<file path="config.mk">
export PLATFORM = sky130hd
export DESIGN_NAME = multi_slot_watchdog_table_core
export DESIGN_NICKNAME = d
export VERILOG_FILES = /design/src/mswdt_pkg.sv /design/src/multi_slot_watchdog_table_core.sv
export SDC_FILE = /design/constraint.sdc
export NUM_CORES = 1
export LEC_CHECK = 0
export BUFFER_PORTS_ARGS = -buffer_cell sky130_fd_sc_hd__buf_2
export CORE_MARGIN = 4
export CORE_UTILIZATION = 40
export CTS_CLUSTER_SIZE = 16
export DETAILED_ROUTE_END_ITERATION = 6
export HOLD_SLACK_MARGIN = 0.12
export MAX_ROUTING_LAYER = met4
export PLACE_DENSITY = 0.53
export SETUP_SLACK_MARGIN = 0.05
export SYNTH_ARGS = -nofsm -noshare
export SYNTH_HDL_FRONTEND = slang
export SYNTH_SLANG_ARGS = --single-unit
export TNS_END_PERCENT = 5
</file>
<file path="constraint.sdc">
create_clock -name clock -period 16.2 [get_ports clock]
set_input_delay 3.24 -clock clock [delete_from_list [all_inputs] [get_ports clock]]
set_output_delay 3.24 -clock clock [all_outputs]
set_load 0.05 [all_outputs]
</file>
<file path="src/mswdt_pkg.sv">
package mswdt_pkg;

   // Number of watchdog slots and the width of a slot index.
   localparam int SLOTS  = 32;
   localparam int SLOT_W = $clog2(SLOTS);

   localparam int OP_W     = 3;
   localparam int FSLOT_W  = 5;
   localparam int COUNT_W  = 16;
   localparam int OWNER_W  = 22;
   localparam int STATUS_W = 3;

   // Operation codes.
   localparam logic [OP_W-1:0] OP_REGISTER     = 3'd0;
   localparam logic [OP_W-1:0] OP_UNREGISTER   = 3'd1;
   localparam logic [OP_W-1:0] OP_FEED         = 3'd2;
   localparam logic [OP_W-1:0] OP_CHECK        = 3'd3;
   localparam logic [OP_W-1:0] OP_REMOVE_OWNER = 3'd4;

   // Result status codes.
   localparam logic [STATUS_W-1:0] STS_OK        = 3'd0;
   localparam logic [STATUS_W-1:0] STS_NO_FREE   = 3'd1;
   localparam logic [STATUS_W-1:0] STS_BAD_SLOT  = 3'd2;
   localparam logic [STATUS_W-1:0] STS_EXPIRED   = 3'd3;
   localparam logic [STATUS_W-1:0] STS_NO_EXPIRY = 3'd4;

   typedef struct packed {
      logic [OP_W-1:0]    op;
      logic [FSLOT_W-1:0] slot;
      logic [COUNT_W-1:0] tick_value;
      logic [OWNER_W-1:0] owner_id;
      logic               wants_reboot;
   } req_type;

   typedef struct packed {
      logic [STATUS_W-1:0] status;
      logic [FSLOT_W-1:0]  slot_index;
      logic [OWNER_W-1:0]  expired_owner;
   } rsp_type;

endpackage

</file>
<file path="src/multi_slot_watchdog_table_core.sv">
// A transaction visits N slots in the execute state before its result is held: N is one for
// unregister, feed, unknown ops and remove-owner of owner 0; register, check and remove-owner
// visit one slot per cycle through a single slot port, up to SLOTS.
// One transaction is in work at a time; the next is accepted once the previous result has
// moved to the output register, later while a stalled result still occupies that register.
// Reset clears all valid bits, the scan cursor and the output valid; counts and owners matter
// only for slots whose valid bit is set, and register writes both as it sets that bit.
module multi_slot_watchdog_table_core
   import mswdt_pkg::*;
(
   input  logic    clock,
   input  logic    reset,
   input  logic    req_valid,
   output logic    req_stall,
   input  req_type req_data,
   output logic    rsp_valid,
   input  logic    rsp_stall,
   output rsp_type rsp_data
);

   typedef enum logic [2:0] {
      S_IDLE = 3'b001,
      S_EXEC = 3'b010,
      S_HOLD = 3'b100
   } state_type;

   state_type          state_ff, state_in;
   req_type            req_ff, req_in;
   logic [SLOT_W-1:0]  idx_ff, idx_in;
   logic [SLOT_W-1:0]  cursor_ff, cursor_in;
   logic [SLOTS-1:0]   valid_ff, valid_in;
   logic [COUNT_W-1:0] count_ff [SLOTS];
   logic [OWNER_W-1:0] owner_ff [SLOTS];
   rsp_type            res_ff, res_in;
   rsp_type            rsp_ff, rsp_in;
   logic               rsp_valid_ff, rsp_valid_in;

   logic               cnt_we;
   logic [SLOT_W-1:0]  cnt_wa;
   logic [COUNT_W-1:0] cnt_wd;
   logic               own_we;
   logic [OWNER_W-1:0] own_wd;
   logic [COUNT_W-1:0] rd_count;
   logic [OWNER_W-1:0] rd_owner;
   logic [SLOT_W-1:0]  slot_idx;
   logic               slot_ok;
   logic               last;
   logic               done;
   logic               out_free;

   assign req_stall = (state_ff != S_IDLE);
   assign rsp_valid = rsp_valid_ff;
   assign rsp_data  = rsp_ff;
   assign out_free  = !rsp_valid_ff || !rsp_stall;

   assign rd_count = count_ff[idx_ff];
   assign rd_owner = owner_ff[idx_ff];
   assign slot_idx = SLOT_W'(req_ff.slot);
   assign slot_ok  = (int'(req_ff.slot) < SLOTS);
   assign last     = (idx_ff == SLOT_W'(SLOTS - 1));

   always_comb begin
      state_in     = state_ff;
      req_in       = req_ff;
      idx_in       = idx_ff;
      cursor_in    = cursor_ff;
      valid_in     = valid_ff;
      res_in       = res_ff;
      rsp_in       = rsp_ff;
      rsp_valid_in = rsp_valid_ff && rsp_stall;
      cnt_we       = 1'b0;
      cnt_wa       = idx_ff;
      cnt_wd       = '0;
      own_we       = 1'b0;
      own_wd       = '0;
      done         = 1'b0;

      unique case (state_ff)
         S_IDLE: begin
            if (req_valid) begin
               req_in   = req_data;
               idx_in   = (req_data.op == OP_CHECK) ? cursor_ff : '0;
               state_in = S_EXEC;
            end
         end
         S_EXEC: begin
            res_in.status        = STS_OK;
            res_in.slot_index    = '0;
            res_in.expired_owner = '0;
            unique case (req_ff.op)
               OP_REGISTER: begin
                  if (!valid_ff[idx_ff]) begin
                     valid_in[idx_ff]  = 1'b1;
                     cnt_we            = 1'b1;
                     own_we            = 1'b1;
                     own_wd            = req_ff.wants_reboot ? '0 : req_ff.owner_id;
                     res_in.slot_index = FSLOT_W'(idx_ff);
                     done              = 1'b1;
                  end else if (last) begin
                     res_in.status = STS_NO_FREE;
                     done          = 1'b1;
                  end
               end
               OP_UNREGISTER: begin
                  if (slot_ok) begin
                     valid_in[slot_idx] = 1'b0;
                  end else begin
                     res_in.status = STS_BAD_SLOT;
                  end
                  done = 1'b1;
               end
               OP_FEED: begin
                  if (slot_ok) begin
                     cnt_we = 1'b1;
                     cnt_wa = slot_idx;
                     cnt_wd = req_ff.tick_value;
                  end else begin
                     res_in.status = STS_BAD_SLOT;
                  end
                  done = 1'b1;
               end
               OP_CHECK: begin
                  // A slot holding one stops the scan and keeps the cursor on it.
                  if (valid_ff[idx_ff] && rd_count == COUNT_W'(1)) begin
                     res_in.status        = STS_EXPIRED;
                     res_in.slot_index    = FSLOT_W'(idx_ff);
                     res_in.expired_owner = rd_owner;
                     cursor_in            = idx_ff;
                     done                 = 1'b1;
                  end else begin
                     if (valid_ff[idx_ff] && rd_count != '0) begin
                        cnt_we = 1'b1;
                        cnt_wd = rd_count - COUNT_W'(1);
                     end
                     if (last) begin
                        res_in.status = STS_NO_EXPIRY;
                        cursor_in     = '0;
                        done          = 1'b1;
                     end
                  end
               end
               OP_REMOVE_OWNER: begin
                  if (req_ff.owner_id == '0) begin
                     done = 1'b1;
                  end else begin
                     if (rd_owner == req_ff.owner_id) begin
                        valid_in[idx_ff] = 1'b0;
                     end
                     done = last;
                  end
               end
               default: begin
                  done = 1'b1;
               end
            endcase
            if (done) begin
               state_in = S_HOLD;
            end else begin
               idx_in = idx_ff + SLOT_W'(1);
            end
         end
         S_HOLD: begin
            if (out_free) begin
               rsp_in       = res_ff;
               rsp_valid_in = 1'b1;
               state_in     = S_IDLE;
            end
         end
         default: begin
            state_in = S_IDLE;
         end
      endcase
   end

   always_ff @(posedge clock) begin
      if (reset) begin
         state_ff     <= S_IDLE;
         cursor_ff    <= '0;
         valid_ff     <= '0;
         rsp_valid_ff <= 1'b0;
      end else begin
         state_ff     <= state_in;
         cursor_ff    <= cursor_in;
         valid_ff     <= valid_in;
         rsp_valid_ff <= rsp_valid_in;
      end
   end

   always_ff @(posedge clock) begin
      req_ff <= req_in;
      idx_ff <= idx_in;
      res_ff <= res_in;
      rsp_ff <= rsp_in;
      if (cnt_we) begin
         count_ff[cnt_wa] <= cnt_wd;
      end
      if (own_we) begin
         owner_ff[idx_ff] <= own_wd;
      end
   end

   // An accepted transaction always starts execution in the next cycle.
   assert property (@(posedge clock) disable iff (reset)
      req_valid && !req_stall |=> state_ff == S_EXEC)
      else $error("accepted transaction did not start execution");

   // A finished result moves to the output as soon as the output is free.
   assert property (@(posedge clock) disable iff (reset)
      state_ff == S_HOLD && out_free |=> rsp_valid_ff && state_ff == S_IDLE)
      else $error("finished result was not delivered to the output");

   // An expiry leaves the scan cursor on the slot that was reported.
   assert property (@(posedge clock) disable iff (reset)
      state_ff == S_EXEC && done && res_in.status == STS_EXPIRED
      |=> cursor_ff == $past(idx_ff))
      else $error("scan cursor not kept on the expired slot");

endmodule

</file>
==> flow_summary.yaml, run 1 <==
status:
  status: "finished clean"
logic_synthesis:
  synthArstFlopShare_pct: 0
  synth_edf_count: 1328
  seq_area_frac_synth_pct: 74.7
  yosys.area.top_type: "edfxtp_1"
  synth_top_area_share_pct: 73.0
  synth_cells: 2858
  synth_nets: 2917
  syn_area_sq_um: 54600
  ys_warn_count: 0
  syn_area_per_cell_sq_um: 19.1
  synth_seq_cells: 1374
  yosys-top-cells-area: "edfxtp_1 73%, mux4_2 11%, mux2i_1 3.5%, dfxtp_1 1.7%, nor2_1 0.85%"
  ys.flop_type: "edfxtp_1"
  synth_cell_types: 63
routing:
  routed_wl_um: 151000
  drtIter0Drc: 3420
  drcViolationCount: 0
  num_vias: 28569
  antenna_left: 0
  viasPerCell: 5.84
  wl_per_cell_um: 30.8
  drtPass1Iterations: 6
clocking:
  cts_inserted_buffers: 144
  postCtsHoldBufs: 0
  worstSkewPairLatency_ns: 0.77
  cts.sink_count: 1374
  post-cts-setup-buffers: 0
  cts_root_buf: "clkbuf_16"
  cts_tree: "yes"
  h-tree-depth: 4
  clock_path_buffers: 3
  clkSlewWorstSetupHoldPaths_ns: 0.06
  cts_resized: 0
worst_setup_path:
  setup.worst_path.end_class: "flop"
  critPathMaxStageDelay_ns: 1.04
  startpoint_type: "flop"
  worstPathCellList: "buf_4 > and2_1 > a221oi_1 > a221oi_1 > o32a_1 > xnor2_1 > a2111oi_0 > nand4_1 > o41ai_4 > buf_4 > mux2i_1"
  required_ns: 16.88
  arrival_ns: 6.93
  rr_worst_depth: 11
  r2r-end: "valid_ff[20]"
  worst-setup-path-type: "reg -> reg"
  critPathSlowestCell: "and2_1"
  r2r_slack_ns: 9.95
  critical_path_peak_fanout: 37
global_routing:
  grt_pass1_wl_um: 215000
  grt_max_degree: 104
  grt_pass1_vias: 28823
  antenna_found_initial: 2
  grt-ovfl-total: 0
  grt_usage_pct: 21.8
worst_hold_path:
  hold_class: "reg -> reg"
  hold_start: "res_ff[11]"
  hold_depth: 0
  min_to: "rsp_data[11]"
layout:
  stdcell_area_sq_um: 62200
  fin_nets: 3058
  syn_to_final_growth_pct: 14.0
  final_util_pct: 45.9
  final_cell_mix: "1328 x edfxtp_1, 269 x mux4_2, 189 x mux2i_1"
  drive_gt1_share_pct: 24.6
  layout_commonest_cell: "edfxtp_1"
  fin_cells: 4895
place:
  gp_congestion: 0.879
  place_area_sq_um: 57400
  port_buffers: 82
  dp_hpwl_um: 88900
  place_inst: 4634
timing:
  max-slew-margin-rel_pct: 15.2
  finalSetupTns_ns: 0
  hold_viol_final: 0
  fmax_mhz: 160
  tightestPinTransition_ns: 1.27
  min_period_ns: 6.25
  finalMaxSlewViolations: 0
  finalSetupViolCount: 0
  min_period_over_period_pct: 38.6
  rsz0062_at_grt: "no"
  finalClockSkew_ns: 0.0225
power_and_ir_drop:
  cellPowerDensity_nw_per_um2: 125
  p_leak_uw: 0.0186
  ir_drop_mv: 0.100
floorplanning:
  initial_core_util_pct: 40.3
  ioPinCount: 83
  die_w_um: 377
  num_rows: 135
  core_sq_um: 135000
  fp.dieH_um: 377
  die_area_sq_um: 142000
flow_run:
  maxCapViolations: 0
-- area by class of cell --
class	instances	area, sq um
Inverter	15	56.3
Multi-Input combinational cell	1301	13300
Antenna cell	3	7.51
Clock inverter	87	993
Fill cell	11398	73200
Sequential cell	1374	40800
Timing Repair Buffer	163	1060
Clock buffer	171	3790
Tap cell	1781	2230
-- power by group --
group | internal (uW) | switching (uW) | total [uW]
combinational | 210 | 327 | 537
clock | 1980 | 1380 | 3350
sequential | 3860 | 41.3 | 3900
total | 6040 | 1740 | 7790
-- worst max-delay path, delay by kind of cell, from the launching register on --
kind,cells,cell delay (ns)
muxes,1,0.28
xor gates and xnor gates,1,0.10
DFF,1,0.58
AOI/OAI and AO/OA,5,2.46
buffers and inverters,2,1.28
and+or+nand+nor,2,1.37
-- stage by stage --
step	total power, uW	worst slack, ns	hold WS, ns
global route	8030	9.52	0.421
finish	7790	9.95	0.414
detailed placement	4510	9.95	0.405
global placement	4510	10.05	0.403
CTS	7860	9.90	0.416
floorplan	4310	10.30	0.400
-- kinds of logic after synthesis --
logic type	synth area share, %
DFF	74.7
and+or+nand+nor	4.50
muxes	15.0
AOI/OAI and AO/OA	3.54
buffers and inverters	1.51
xor gates and xnor gates	0.562
adders and majority gates	0.183
-- worst max-delay path by stage --
stage | from | end | slack [ns] | depth (start not counted)
after floorplan | flop | count_ff[0][14] | 10.30 | 18
after CTS | flop | valid_ff[20] | 9.90 | 11
after global placement | flop | valid_ff[26] | 10.05 | 11
after global routing | flop | count_ff[4][1] | 9.52 | 11
after detailed placement | flop | valid_ff[20] | 9.95 | 11
final | flop | valid_ff[20] | 9.95 | 11
-- Yosys cell counts, drive strengths merged, types with 35 or more instances --
library cell	number
mux2i	189
dfxtp	46
nand2b	44
a21oi	56
mux4	269
nand2	122
nor2	123
nor3	77
o21ai	46
a221oi	35
clkbuf	87
edfxtp	1328
buf	81
and2	41
-- sequential cells by signal (all words and copies together) (netlist names), named ones only --
signal,count
res_ff,30
idx_ff,5
rsp_valid,1
cursor_ff,5
owner_ff,704
rsp_data,30
valid_ff,32
state_ff,3
slot_idx,5
count_ff,512
req_ff,42
-- metal layers --
| layer | wire length [um] | GRT usage (%) |
|---|---|---|
| met1 | 63200 | 29.0 |
| met2 | 73800 | 34.8 |
| met3 | 8800 | 3.09 |
| met4 | 4970 | 7.62 |
| met5 | 0 | - |
No activity file was read; power rests on OpenSTA's default activity.
==> run 2: changes to the inputs <==
--- a/config.mk
+++ b/config.mk
@@ -12,7 +12,7 @@
 export DETAILED_ROUTE_END_ITERATION = 6
 export HOLD_SLACK_MARGIN = 0.12
 export MAX_ROUTING_LAYER = met4
-export PLACE_DENSITY = 0.53
+export PLACE_DENSITY = 0.55
 export SETUP_SLACK_MARGIN = 0.05
 export SYNTH_ARGS = -nofsm -noshare
 export SYNTH_HDL_FRONTEND = slang
==> constraint.sdc (replaced) <==
create_clock -name clock -period 5.7 [get_ports clock]
set_input_delay 1.14 -clock clock [delete_from_list [all_inputs] [get_ports clock]]
set_output_delay 1.14 -clock clock [all_outputs]
set_load 0.05 [all_outputs]
==> flow_summary.yaml, run 2 (synthesis results as in run 1) <==
power_and_ir_drop:
  cellPowerDensity_nw_per_um2: 346
  netSwitchingFraction_pct: 22.3
  comb_power_share_pct: 7.3
  total_power_uw: 21700
  clkPwrFrac_pct: 41.8
  internal_power_uw: 16900
  p_sw_uw: 4850
  ir_drop_mv: 0.247
  p_seq_share_pct: 51.0
  p_leak_uw: 0.0190
global_routing:
  antenna_found_initial: 1
  grt-ovfl-total: 0
  grt_max_degree: 74
  grt_pass1_vias: 29123
  grt_usage_pct: 21.5
  grt_pass1_wl_um: 212000
floorplanning:
  core_sq_um: 135000
  ioPinCount: 83
  fp.dieH_um: 377
  num_rows: 135
  die_w_um: 377
  initial_core_util_pct: 40.3
  die_area_sq_um: 142000
timing:
  max-slew-margin-rel_pct: 14.8
  min_period_ns: 5.30
  finalMaxSlewViolations: 0
  min_period_over_period_pct: 93.0
  fin_hold_ws_ns: 0.419
  tightestPinTransition_ns: 1.28
  finalSetupTns_ns: 0
  hold_viol_final: 0
  finalClockSkew_ns: 0.0297
  fmax_mhz: 189
  finalSetupViolCount: 0
  rsz0062_at_grt: "no"
worst_setup_path:
  critPathSlowestCell: "nor2_1"
  crit_buf_inv: 3
  critical_path_peak_fanout: 36
  critPathMaxStageDelay_ns: 1.00
  worst-setup-path-type: "reg -> reg"
  startpoint_type: "flop"
  crit_top_cell: "buf_12"
  arrival_ns: 5.98
  critPathTopFamily: "simple AND/OR/NAND/NOR gates"
  worstPathCellList: "buf_12 > inv_2 > nor2_1 > nand3_1 > o211ai_1 > xnor2_1 > nor4_1 > nand4_1 > o41ai_4 > buf_12 > mux2i_1"
  required_ns: 6.38
  setup.worst_path.end_class: "flop"
layout:
  fillCellCount: 11409
  syn_to_final_growth_pct: 15.0
  layout_commonest_cell: "edfxtp_1"
  reg_top3: "owner_ff x704, count_ff x512, req_ff x42"
  final_cell_mix: "1328 x edfxtp_1, 269 x mux4_2, 189 x mux2i_1"
  drive_gt1_share_pct: 26.7
  final_util_pct: 46.4
  regMostFlops: "owner_ff"
  largest_reg_flops: 704
  fin_nets: 3156
clocking:
  postCtsHoldBufs: 0
  cts_tree: "yes"
  cts_resized: 0
  worstSkewPairLatency_ns: 0.76
  cts.sink_count: 1374
  cts_root_buf: "clkbuf_16"
  post-cts-setup-buffers: 0
  cts_inserted_buffers: 142
  clkSlewWorstSetupHoldPaths_ns: 0.06
  h-tree-depth: 4
  clock_path_buffers: 3
routing:
  viasPerCell: 5.82
  wl_per_cell_um: 29.8
  antenna_left: 0
  routed_wl_um: 149000
  drtIter0Drc: 3143
  drcViolationCount: 0
  drtPass1Iterations: 6
  num_vias: 29033
flow_run:
  maxCapViolations: 0
status:
  status: "finished clean"
worst_hold_path:
  hold_class: "reg -> reg"
place:
  gp_congestion: 0.919
  port_buffers: 82
  dp_hpwl_um: 91700
## run 2: changes by cell type in the layout (fill, tap and decap cells not counted), moves of 3 or more
cell and change:
o21ai_4 -4, buf_12 +7, o21ai_2 +5, clkinvlp_4 -3, clkinv_1 +4, bufinv_16 -6
clkinv_4 +3, clkinv_8 -5, buf_4 +93
## run 2: cell type report
cell class                 count  area (sq um)  share of cell area [%]
clock inverter                83           769                    1.23
clock buffer                 172          3770                    6.00
tap                         1781          2230                    3.55
multi-input combinational   1301         13300                    21.1
inverter                      15          56.3                  0.0897
antenna                        1          2.50                 0.00398
sequential                  1374         40800                    65.0
timing repair buffer         263          1890                    3.02
## run 2: worst reg2reg max path: stages (launching register included)
cell	delay (ns)
dfxtp_4	0.78
buf_12	0.37
inv_2	0.39
nor2_1	1.00
nand3_1	0.17
o211ai_1	0.46
xnor2_1	0.14
nor4_1	0.55
nand4_1	0.24
o41ai_4	0.53
buf_12	0.32
mux2i_1	0.26
## run 2: power by group through the flow
stage,clock [uW],sequential [uW],combinational (uW)
after detailed placement,0,11300,1590
final,9080,11100,1580
after global routing,9700,11100,1670
after CTS,9270,11100,1590
after floorplan,0,11200,1070
after global placement,0,11300,1580
## run 2: per-stage QoR
| stage | instance area [sq um] | setup WS, ns | std cells |
|---|---|---|---|
| 3_3_place_gp | 58300 | 0.324 | 4734 |
| 4_1_cts | 62800 | 0.294 | 4989 |
| 6_report | 62800 | 0.397 | 4990 |
| 5_1_grt | 62800 | 0.121 | 4989 |
| 3_5_place_dp | 58300 | 0.328 | 4734 |
| 2_1_floorplan | 54600 | -0.204 | 2858 |
## run 2: metal layers
metal  track usage [%]  up-vias  share of wire (%)
met2              34.4     1227                 49
li1                  -    12150                  -
met4              8.22        0                3.8
met1              27.6    15373                 40
met5                 -        -                  0
met3              3.89      283                7.0
## run 2: final timing paths
kind | startpoint | end | slack, ns | depth (start not counted)
min | res_ff[23] | rsp_data[23] | 0.42 | 0
max reg2reg | flop | valid_ff[1] | 0.40 | 11
min reg2reg | res_ff[23] | rsp_data[23] | 0.42 | 0
max | flop | valid_ff[1] | 0.40 | 11
